### src/design/bmfa_pkg.sv
package bmfa_pkg;

	localparam int ALPHA_FRAC_BITS_DEF = 16;

	localparam int CFG_IDX_W  = 3;
	localparam int CFG_DATA_W = 32;
	localparam int TIME_W     = 32;
	localparam int LEVEL_W    = 16;
	localparam int RC_W       = 20;

	localparam logic [15:0] LOW_VOLT_THR_RST  = 16'd10000;
	localparam logic [15:0] CRIT_VOLT_THR_RST = 16'd9500;
	localparam logic [15:0] MAX_CURR_THR_RST  = 16'd10000;
	localparam logic [31:0] LOW_VOLT_TO_RST   = 32'd5000;
	localparam logic [31:0] CRIT_VOLT_TO_RST  = 32'd5000;
	localparam logic [31:0] MAX_CURR_TO_RST   = 32'd500;
	// 1 / (2 * pi * 10 Hz) expressed in microseconds.
	localparam logic [19:0] FILTER_RC_RST     = 20'd15915;

	typedef enum logic [CFG_IDX_W-1:0] {
		REG_LOW_VOLT_THR  = 3'd0,
		REG_CRIT_VOLT_THR = 3'd1,
		REG_MAX_CURR_THR  = 3'd2,
		REG_LOW_VOLT_TO   = 3'd3,
		REG_CRIT_VOLT_TO  = 3'd4,
		REG_MAX_CURR_TO   = 3'd5,
		REG_VOLT_RC       = 3'd6,
		REG_CURR_RC       = 3'd7
	} cfg_idx_t;

	typedef enum logic [1:0] {
		STATUS_OK          = 2'd0,
		STATUS_LOW         = 2'd1,
		STATUS_CRITICAL    = 2'd2,
		STATUS_OVERCURRENT = 2'd3
	} status_t;

endpackage

### src/design/battery_monitor_filter_alarm_core.sv
// Battery monitor: low-pass filters on voltage and current with three persistence alarms.
// Input channel: in_valid/in_stall carries time_ms, volt_sample and current_sample. A beat
// is taken only while the sequencer is idle; in_stall is high while an item is at work.
// Output channel: out_valid/out_stall carries alarm_status, filtered_volt and
// filtered_current, one beat per input beat, held in an output register.
// The first item after reset seeds the filters directly and skips the divider. Every
// later item passes through the restoring divider that forms each filter coefficient
// one quotient bit per cycle; it is shared by the voltage and current channels in turn,
// as is the one multiplier.
// A new item may be accepted while the previous result still waits in the output
// register. If the receiver stalls, the next result waits in its final step and the input
// stays stalled until the output register frees up.
// Configuration writes (cfg_we, cfg_index, cfg_data) take effect at the clock edge and
// are to be issued only while no item is in flight.
// Reset restores the default thresholds, timeouts and time constants, clears the filter
// levels and alarm arming, and the next item seeds the filters again.
module battery_monitor_filter_alarm_core #(
	parameter int ALPHA_FRAC_BITS = bmfa_pkg::ALPHA_FRAC_BITS_DEF
) (
	input  logic                             clk,
	input  logic                             arst_n,
	input  logic                             cfg_we,
	input  logic [bmfa_pkg::CFG_IDX_W-1:0]   cfg_index,
	input  logic [bmfa_pkg::CFG_DATA_W-1:0]  cfg_data,
	input  logic                             in_valid,
	output logic                             in_stall,
	input  logic [bmfa_pkg::TIME_W-1:0]      time_ms,
	input  logic [bmfa_pkg::LEVEL_W-1:0]     volt_sample,
	input  logic [bmfa_pkg::LEVEL_W-1:0]     current_sample,
	output logic                             out_valid,
	input  logic                             out_stall,
	output logic [1:0]                       alarm_status,
	output logic [bmfa_pkg::LEVEL_W-1:0]     filtered_volt,
	output logic [bmfa_pkg::LEVEL_W-1:0]     filtered_current
);
	import bmfa_pkg::*;

	localparam int F    = ALPHA_FRAC_BITS;
	localparam int QW   = F + 1;
	localparam int AW   = F + 2;
	localparam int CW   = $clog2(F + 1);
	localparam int PW   = AW + LEVEL_W + 1;
	localparam int DTW  = TIME_W + 10;
	localparam int DENW = DTW + 1;
	localparam logic [AW-1:0] ONE     = AW'(1) << F;
	localparam logic [CW-1:0] CNT_TOP = CW'(F);

	typedef enum logic [6:0] {
		ST_IDLE  = 7'b0000001,
		ST_DT    = 7'b0000010,
		ST_DEN   = 7'b0000100,
		ST_DIV   = 7'b0001000,
		ST_MUL   = 7'b0010000,
		ST_ACC   = 7'b0100000,
		ST_ALARM = 7'b1000000
	} state_t;

	state_t state_q;

	logic [15:0] low_thr_q, crit_thr_q, curr_thr_q;
	logic [31:0] low_to_q, crit_to_q, curr_to_q;
	logic [RC_W-1:0] volt_rc_q, curr_rc_q;

	logic [LEVEL_W-1:0] volt_level_q, current_level_q;
	logic [TIME_W-1:0]  prev_time_q;
	logic               seeded_q;
	logic               low_armed_q, crit_armed_q, oc_armed_q;
	logic [TIME_W-1:0]  low_start_q, crit_start_q, oc_start_q;

	logic [TIME_W-1:0]  time_q;
	logic [LEVEL_W-1:0] vs_q, cs_q;
	logic               sel_q;
	logic [DTW-1:0]     dt_us_q;
	logic [DENW-1:0]    den_q;
	logic [DENW-1:0]    rem_q;
	logic [QW-1:0]      quo_q;
	logic [CW-1:0]      cnt_q;
	logic signed [PW-1:0] prod_q;

	logic               out_valid_q;
	status_t            status_q;
	logic [LEVEL_W-1:0] fv_q, fc_q;

	// Datapath wires.
	logic [TIME_W-1:0]    dt_w;
	logic [DTW-1:0]       dt_us_w;
	logic [RC_W-1:0]      rc_sel;
	logic [LEVEL_W-1:0]   lvl_sel, smp_sel;
	logic [DENW:0]        trial_w, diff_den_w;
	logic                 ge_w;
	logic [AW-1:0]        comp_w, alpha_w;
	logic signed [LEVEL_W:0]   delta_in_w;
	logic signed [PW-1:0]      shift_w;
	logic signed [LEVEL_W+1:0] sum_w;
	logic [LEVEL_W-1:0]   new_level_w;
	logic                 low_cond, crit_cond, oc_cond;
	logic                 low_fire, crit_fire, oc_fire;
	status_t              status_w;
	logic                 out_free;

	always_comb begin
		dt_w    = time_q - prev_time_q;
		// dt * 1000 as 1024 - 32 + 8.
		dt_us_w = {dt_w, 10'b0} - DTW'({dt_w, 5'b0}) + DTW'({dt_w, 3'b0});

		rc_sel  = sel_q ? curr_rc_q : volt_rc_q;
		lvl_sel = sel_q ? current_level_q : volt_level_q;
		smp_sel = sel_q ? cs_q : vs_q;

		// One restoring step: the partial remainder is doubled except on the integer bit.
		trial_w    = (cnt_q == CNT_TOP) ? {1'b0, rem_q} : {rem_q, 1'b0};
		ge_w       = trial_w >= {1'b0, den_q};
		diff_den_w = trial_w - {1'b0, den_q};

		// ceil(rc * one / den) is the quotient plus one when anything is left over.
		comp_w  = {1'b0, quo_q} + AW'(rem_q != '0);
		alpha_w = (rc_sel == '0) ? ONE : ONE - comp_w;

		delta_in_w  = $signed({1'b0, smp_sel}) - $signed({1'b0, lvl_sel});
		shift_w     = prod_q >>> F;
		sum_w       = $signed({2'b00, lvl_sel}) + (LEVEL_W+2)'(shift_w);
		new_level_w = sum_w[LEVEL_W-1:0];

		low_cond  = volt_level_q < low_thr_q;
		crit_cond = volt_level_q < crit_thr_q;
		oc_cond   = current_level_q > curr_thr_q;
		low_fire  = low_cond && low_armed_q && ((time_q - low_start_q) > low_to_q);
		crit_fire = crit_cond && crit_armed_q && ((time_q - crit_start_q) > crit_to_q);
		oc_fire   = oc_cond && oc_armed_q && ((time_q - oc_start_q) > curr_to_q);

		if (oc_fire) begin
			status_w = STATUS_OVERCURRENT;
		end else if (crit_fire) begin
			status_w = STATUS_CRITICAL;
		end else if (low_fire) begin
			status_w = STATUS_LOW;
		end else begin
			status_w = STATUS_OK;
		end

		out_free = !out_valid_q || !out_stall;
	end

	assign in_stall         = (state_q != ST_IDLE);
	assign out_valid        = out_valid_q;
	assign alarm_status     = status_q;
	assign filtered_volt    = fv_q;
	assign filtered_current = fc_q;

	always_ff @(posedge clk or negedge arst_n) begin
		if (!arst_n) begin
			low_thr_q  <= LOW_VOLT_THR_RST;
			crit_thr_q <= CRIT_VOLT_THR_RST;
			curr_thr_q <= MAX_CURR_THR_RST;
			low_to_q   <= LOW_VOLT_TO_RST;
			crit_to_q  <= CRIT_VOLT_TO_RST;
			curr_to_q  <= MAX_CURR_TO_RST;
			volt_rc_q  <= FILTER_RC_RST;
			curr_rc_q  <= FILTER_RC_RST;
		end else if (cfg_we) begin
			case (cfg_idx_t'(cfg_index))
				REG_LOW_VOLT_THR:  low_thr_q  <= cfg_data[15:0];
				REG_CRIT_VOLT_THR: crit_thr_q <= cfg_data[15:0];
				REG_MAX_CURR_THR:  curr_thr_q <= cfg_data[15:0];
				REG_LOW_VOLT_TO:   low_to_q   <= cfg_data;
				REG_CRIT_VOLT_TO:  crit_to_q  <= cfg_data;
				REG_MAX_CURR_TO:   curr_to_q  <= cfg_data;
				REG_VOLT_RC:       volt_rc_q  <= cfg_data[RC_W-1:0];
				REG_CURR_RC:       curr_rc_q  <= cfg_data[RC_W-1:0];
				default: begin
				end
			endcase
		end
	end

	always_ff @(posedge clk or negedge arst_n) begin
		if (!arst_n) begin
			state_q         <= ST_IDLE;
			out_valid_q     <= 1'b0;
			seeded_q        <= 1'b0;
			low_armed_q     <= 1'b0;
			crit_armed_q    <= 1'b0;
			oc_armed_q      <= 1'b0;
			volt_level_q    <= '0;
			current_level_q <= '0;
			prev_time_q     <= '0;
			low_start_q     <= '0;
			crit_start_q    <= '0;
			oc_start_q      <= '0;
			sel_q           <= 1'b0;
			cnt_q           <= '0;
		end else begin
			// A new beat may replace the one leaving in the same cycle.
			if (state_q == ST_ALARM && out_free) begin
				out_valid_q <= 1'b1;
			end else if (!out_stall) begin
				out_valid_q <= 1'b0;
			end
			case (state_q)
				ST_IDLE: begin
					if (in_valid) begin
						time_q <= time_ms;
						vs_q   <= volt_sample;
						cs_q   <= current_sample;
						sel_q  <= 1'b0;
						if (!seeded_q) begin
							volt_level_q    <= volt_sample;
							current_level_q <= current_sample;
							seeded_q        <= 1'b1;
							state_q         <= ST_ALARM;
						end else begin
							state_q <= ST_DT;
						end
					end
				end
				ST_DT: begin
					dt_us_q <= dt_us_w;
					state_q <= ST_DEN;
				end
				ST_DEN: begin
					den_q   <= DENW'(dt_us_q) + DENW'(rc_sel);
					rem_q   <= DENW'(rc_sel);
					quo_q   <= '0;
					cnt_q   <= CNT_TOP;
					state_q <= ST_DIV;
				end
				ST_DIV: begin
					rem_q <= ge_w ? diff_den_w[DENW-1:0] : trial_w[DENW-1:0];
					quo_q <= {quo_q[QW-2:0], ge_w};
					if (cnt_q == '0) begin
						state_q <= ST_MUL;
					end else begin
						cnt_q <= cnt_q - CW'(1);
					end
				end
				ST_MUL: begin
					prod_q  <= $signed(alpha_w) * delta_in_w;
					state_q <= ST_ACC;
				end
				ST_ACC: begin
					if (sel_q) begin
						current_level_q <= new_level_w;
						state_q         <= ST_ALARM;
					end else begin
						volt_level_q <= new_level_w;
						sel_q        <= 1'b1;
						state_q      <= ST_DEN;
					end
				end
				ST_ALARM: begin
					if (out_free) begin
						prev_time_q  <= time_q;
						low_armed_q  <= low_cond;
						crit_armed_q <= crit_cond;
						oc_armed_q   <= oc_cond;
						if (low_cond && !low_armed_q) begin
							low_start_q <= time_q;
						end
						if (crit_cond && !crit_armed_q) begin
							crit_start_q <= time_q;
						end
						if (oc_cond && !oc_armed_q) begin
							oc_start_q <= time_q;
						end
						status_q    <= status_w;
						fv_q        <= volt_level_q;
						fc_q        <= current_level_q;
						state_q     <= ST_IDLE;
					end
				end
				default: begin
					state_q <= ST_IDLE;
				end
			endcase
		end
	end

`ifndef SYNTHESIS
	a_result_from_alarm_step: assert property (@(posedge clk) disable iff (!arst_n)
		$rose(out_valid_q) |-> $past(state_q == ST_ALARM))
		else $error("result appeared without passing the alarm step");

	a_div_count_bounded: assert property (@(posedge clk) disable iff (!arst_n)
		state_q == ST_DIV |-> cnt_q <= CNT_TOP)
		else $error("divider step count out of range");

	// With a zero time constant the divider output is not used.
	a_coeff_bounded: assert property (@(posedge clk) disable iff (!arst_n)
		state_q == ST_MUL && rc_sel != '0 |-> comp_w <= ONE)
		else $error("filter coefficient complement exceeds one");

	a_seeded_sticks: assert property (@(posedge clk) disable iff (!arst_n)
		$past(seeded_q) |-> seeded_q)
		else $error("seeded flag dropped without reset");

	a_no_overwrite: assert property (@(posedge clk) disable iff (!arst_n)
		out_valid_q && out_stall && state_q == ST_ALARM |=> $stable(fv_q) && $stable(fc_q))
		else $error("pending result overwritten");
`endif

endmodule
### config.mk
export PLATFORM = sky130hd
export DESIGN_NAME = battery_monitor_filter_alarm_core
export DESIGN_NICKNAME = d
export VERILOG_FILES = /design/src/design/bmfa_pkg.sv /design/src/design/battery_monitor_filter_alarm_core.sv
export SDC_FILE = /design/constraint.sdc
export NUM_CORES = 2
export LEC_CHECK = 0
export ABC_AREA = 0
export BUFFER_PORTS_ARGS = -buffer_cell sky130_fd_sc_hd__buf_2
export CAP_MARGIN = 15
export CORE_ASPECT_RATIO = 0.75
export CORE_UTILIZATION = 55
export CTS_CLUSTER_DIAMETER = 120
export DETAILED_ROUTE_END_ITERATION = 16
export GPL_ROUTABILITY_DRIVEN = 0
export PLACE_DENSITY = 0.69
export SLEW_MARGIN = 15
export SYNTH_ARGS = -nofsm -noshare
export SYNTH_HDL_FRONTEND = slang
export SYNTH_SLANG_ARGS = --single-unit
### constraint.sdc
create_clock -name clk -period 20.2 [get_ports clk]
set_input_delay 2.02 -clock clk [delete_from_list [all_inputs] [get_ports clk]]
set_output_delay 2.02 -clock clk [all_outputs]
set_load 0.05 [all_outputs]
# --- After elaboration in Yosys (flattened, before gate mapping) ---
# Cells that the tools add are included.
totals:
  output_inout_bits: 36
  regBits: 637
  wordCells: 156
op_classes:
  n_reduce_logical: 47
  n_lt_le_gt_ge: 7
  eq_ne: 24
  n_mul: 1
  add_sub_neg: 13
  mux: 30
op_table:
  columns: ["cell", "n"]
  rows:
  - ["two-way mux 16 bit", 8]
  - ["subtractor 32 bit", 4]
  - ["> comparator 32 bit", 3]
  - ["case mux 43 bit (2 select lines)", 1]
  - ["case mux 16 bit (2 select lines)", 2]
  - ["case mux 7 bit (7 select lines)", 1]
  - [">= comparator 44 x 43 -> 1 bit", 1]
  - ["two-way mux 44 bit", 1]
  - ["adder 42 x 20 -> 43 bit", 1]
  - ["two-way mux 43 bit", 1]
  - ["nonzero test 43 bit", 1]
  - ["subtractor 43 bit", 1]
  - ["adder 42 x 35 -> 42 bit", 1]
  - ["subtractor 42 x 37 -> 42 bit", 1]
  - ["two-way mux 7 bit", 5]
  - ["case mux 17 bit (2 select lines)", 1]
  - ["< comparator 16 bit", 2]
  - ["multiplier 18 x 17 -> 32 bit", 1]
  - ["AND reduction 2 bit", 16]
  - ["logical NOT 20 bit", 1]
  - ["two-way mux 20 bit", 1]
  - ["adder 17 x 1 -> 18 bit", 1]
  - ["two-way mux 18 bit", 1]
  - ["AND reduction 3 bit", 6]
  - ["31 further kinds", 60]

# --- Longest topological paths before layout ---
logic_depth:
  word_depth: 5
  mapped_depth: 40

# --- Least setup slack after synthesis ---
# No wires, ideal clock.
synth_path:
  path_kind: "reg-to-reg"
  start: "register sel_q"
  end: "register prod_q[31] (data pin)"
  t_arrival_ns: 9.595
  slack_ns: 10.348
  setup_time_ns: 0.258
  stages_incl_launch_ff: 36
  period_less_slack_ns: 9.852
  cell_sequence: "dfrtp_1 -> buf_1 -> clkbuf_1 -> clkbuf_1 -> mux2i_1 -> ha_1 -> inv_1 -> fa_1 -> a211oi_1 -> o21ai_0 -> a211o_1 -> o211ai_1 -> o21ai_0 -> a2bb2oi_1 -> clkbuf_1 -> nor2_1 -> fa_1 -> fa_1 -> fa_1 -> fa_1 -> fa_1 -> inv_1 -> fa_1 -> inv_1 -> ha_1 -> a21o_1 -> a21o_1 -> a21o_1 -> a21o_1 -> a21oi_1 -> o21ai_2 -> and4_4 -> a2111oi_4 -> a21oi_2 -> a21oi_2 -> xnor2_1"
synth_between:
  elab_chain_cells: 4
synth_rtl:
  columns: ["element", "line", "text"]
  rows:
  - ["start, declared", "battery_monitor_filter_alarm_core.sv:72", "logic sel_q;"]
  - ["start signal, assigned", "battery_monitor_filter_alarm_core.sv:190", "sel_q <= 1'b0;"]
  - ["start signal, assigned", "battery_monitor_filter_alarm_core.sv:205", "sel_q <= 1'b0;"]
  - ["start signal, assigned", "battery_monitor_filter_alarm_core.sv:246", "sel_q <= 1'b1;"]
  - ["branches (longest 3 deep; another with subtractor 16 x 16 -> 17 bit)", null, null]
  - ["multiplier 18 x 17 -> 32 bit *", "battery_monitor_filter_alarm_core.sv:237", "prod_q <= $signed(alpha_w) * delta_in_w;"]
  - ["end signal, assigned", "battery_monitor_filter_alarm_core.sv:237", null]
  - ["end, declared", "battery_monitor_filter_alarm_core.sv:78", "logic signed [PW-1:0] prod_q;"]
# Mark *: on every way between the ends.
# A chain may end at the register's enable or synchronous reset.

# --- Worst setup path after layout ---
# Same ends and word-level chain as after synthesis.

==> qor.yml <==
outcome: "completed"
final.setup.tns_ns: 0
drc: 0
place.detailed.hpwl_mm: 101.8
cts_post_setup_buffers_inserted: 0
drive_above_1_share_pct: 12.89
hold-worst-slack_ns: 0.4968
layout_worst_path_cycle_share_pct: 50.30
crit_path_top_delay_cell: "buf_4"
synthesis.instances: 5289
n_antenna_cell: 0
timing.critical_path.to_type: "flop"
finalNetCount: 6360
num_vias: 38170
crit_required_ns: 20.59
fmax_ghz: 0.09842
antenna_found_initial: 6
tritoncts: "done"
critPathBufInv: 3
crit-reg2reg-launch: "sel_q$_DFFE_PN0P_"
worst_pin_slew_ns: 1.163
grt_util_all_layers_pct: 27.99
placement_rows: 96
clock-root-buffer: "clkbuf_16"
timing_max_transition_violations_final: 0
fillCellCount: 7758
area_delta_synth_final_pct: 9.182
hp-start: "current_level_q[0]$_DFFE_PN0P_"
dp_worst_setup_slack_ns: 10.16
synth.area.top_cells: "dfrtp_1, edfxtp_1, fa_1, ha_1, mux2_2"
antenna_violating_nets_post_route: 0
port_buffers: 139
floorplan.die.height_um: 267.1
timing.critical_path.arrival_ns: 10.56
core_area_um2: 92130
cts-resized-gates: 0
timing_hold_violations_final: 0
synth_top_flop_cell: "dfrtp_1"
async_set_reset_flop_share_out_of_synthesis_pct: 58.58
critPathMostFrequentCell: "fa_1"
synth.cell_area_um2: 51530
rsz_0062_raised_after_global_routing: "no"
multi_input_comb_area_um2: 31250
synth_largest_type_area_fraction_pct: 15.10
critical_path.startpoint: "sel_q$_DFFE_PN0P_"
postSynthAreaPerCell_um2: 9.744
yosys.cell_types.count: 84
max-slew-margin-rel_pct: 22.44
worst_setup_hold_path_clk_slew_ns: 0.06
yosys_warnings: 0
cpPeakStageDelay_ns: 0.62
detail_route.wl_per_cell_um: 19.40
timing.critical_path.fanout_max: 54
critPathTopFamily: "adder cells"
start_kind: "flop"
post_dp_cell_area_um2: 53870
htree_num_levels: 3
drt_iter0_markers: 3036
grt_first_pass_wirelength_mm: 208.1
cts_hold_buf: 0
finalWirelength_mm: 130.3
final_area_um2: 56270
synth_area_leader_cell: "dfrtp_1"
viasPerCell: 5.682
clk_sink_count: 618
finalWorstSetupSlack_ns: 10.04
drv_cap: 0
ioPinCount: 140
start_util_pct: 55.94
grt_pass1_vias: 37470
clock_path_buffers: 3
yosysSeqAreaShare_pct: 32.62
fin_skew_ns: 0.04346
min_delay_path_class: "flop to flop"
pin_count_of_the_biggest_net_entering_global_routing: 142
sequential_cell_area_um2: 16810
setup_violations: 0
floorplan.die_area_um2: 94940
clkLatencyLatePin_ns: 0.65
timing.final.crit_period_ns: 10.16
numCtsBuffers: 71
aggregate_global_routing_overflow: 0
die_width_um: 355.5
timing_worst_setup_path_type: "flop to flop"
first_pass_iters: 8
ys_seq_elements: 618
synth_edf_count: 256
mappedNetlistNets: 6214
[per-layer routing]
layer / vias up / global-route usage, % / routed length, µm
met5: - / 0 / 0
met4: 0 / 6.337 / 2696
met3: 176 / 6.562 / 11810
met2: 1323 / 39.14 / 52540
met1: 18430 / 43.41 / 63280
li1: 18240 / - / -
[cells in the final DEF, fill, tap and decap left out, drive strengths merged, types with 67 or more instances in the layout]
cell type,n
edfxtp,256
fa,320
nor2,381
xor2,87
a21oi,304
mux2,285
o21ai,278
clkbuf,96
dfrtp,311
buf,207
inv,819
a21o,158
nand2,412
nand2b,67
xnor2,211
ha,501
[worst register-to-register path, delay by kind of cell (launching register included)]
family / cells / cell delay [ns]
simple gates: 4 / 0.90
buf+inv: 3 / 0.71
fa+ha+maj: 8 / 3.57
flops: 1 / 0.43
mux: 1 / 0.33
xor+xnor: 2 / 0.69
compound gates: 15 / 3.27
[cell type report]
cell class,count,share of cell area (%)
clock buffer,96,3.542
clock inverter,34,0.7005
inverter,814,5.430
multi-input combinational,3723,55.54
sequential,618,29.88
tap,1225,2.724
timing repair buffer,207,2.184
[cells in the mapped netlist, drive strengths merged, types with 6 or more instances]
cell type	count
a41oi	7
nor3	49
xnor2	211
mux2	285
nor2	381
a21oi	304
o21bai	28
a31o	7
nor3b	6
xor2	87
nor4	28
nor2b	53
edfxtp	256
o211ai	30
or3	11
and4	12
mux2i	34
o21ai	278
inv	813
nand3b	8
a21o	158
or2	16
fa	320
or4	10
clkbuf	114
ha	501
o31a	9
buf	20
o31ai	13
nand3	54
nand2	412
a211o	10
a2111oi	6
o21a	62
a21boi	10
nand2b	67
a221oi	9
a211oi	30
and2	35
a31oi	23
dfrtp	311
nand4	61
and3	28
dfstp	51
[state kept, by name (all words and copies together) (netlist names), 17 cells and up]
name          count
den_q            43
rem_q            43
dt_us_q          39
crit_start_q     32
crit_to_q        32
curr_to_q        32
low_start_q      32
low_to_q         32
oc_start_q       32
prev_time_q      32
time_q           32
curr_rc_q        20
volt_rc_q        20
quo_q            17
[cells by family (layout without fill, tap and decap cells)]
kind of cell / count (synthesis) / in the layout / share of synthesized area (%)
adder cells (fa/ha/maj): 821 / 821 / 24.59
XOR/XNOR: 299 / 299 / 5.108
buffers and inverters: 948 / 1151 / 6.924
AO/OA/AOI/OAI: 1037 / 1037 / 12.62
AND/OR/NAND/NOR: 1247 / 1247 / 11.24
flip-flops: 618 / 618 / 32.62
multiplexers: 319 / 319 / 6.888
[through the flow]
stage,util [%],cells
finish,61.07,6717
global route,61.07,6717
CTS,61.07,6717
detailed placement,58.47,6587
global placement,58.47,6587
floorplan,-,5289
[worst paths after layout]
kind | cells after the start | endpoint | slack [ns]
min reg2reg | 0 | filtered_current[0]$_DFFE_PP_ | 0.50
min in group asynchronous | 1 | crit_start_q[21]$_DFFE_PN0P_ | 1.25
max reg2reg | 33 | prod_q[31]$_DFFE_PP_ | 10.04
min | 0 | filtered_current[0]$_DFFE_PP_ | 0.50
max | 33 | prod_q[31]$_DFFE_PP_ | 10.04
max in group asynchronous | 3 | crit_start_q[7]$_DFFE_PN0P_ | 17.04
Power is left out: the tool's default activity adds up to more than one toggle a clock period on the data nets, which glitch-free logic cannot reach.
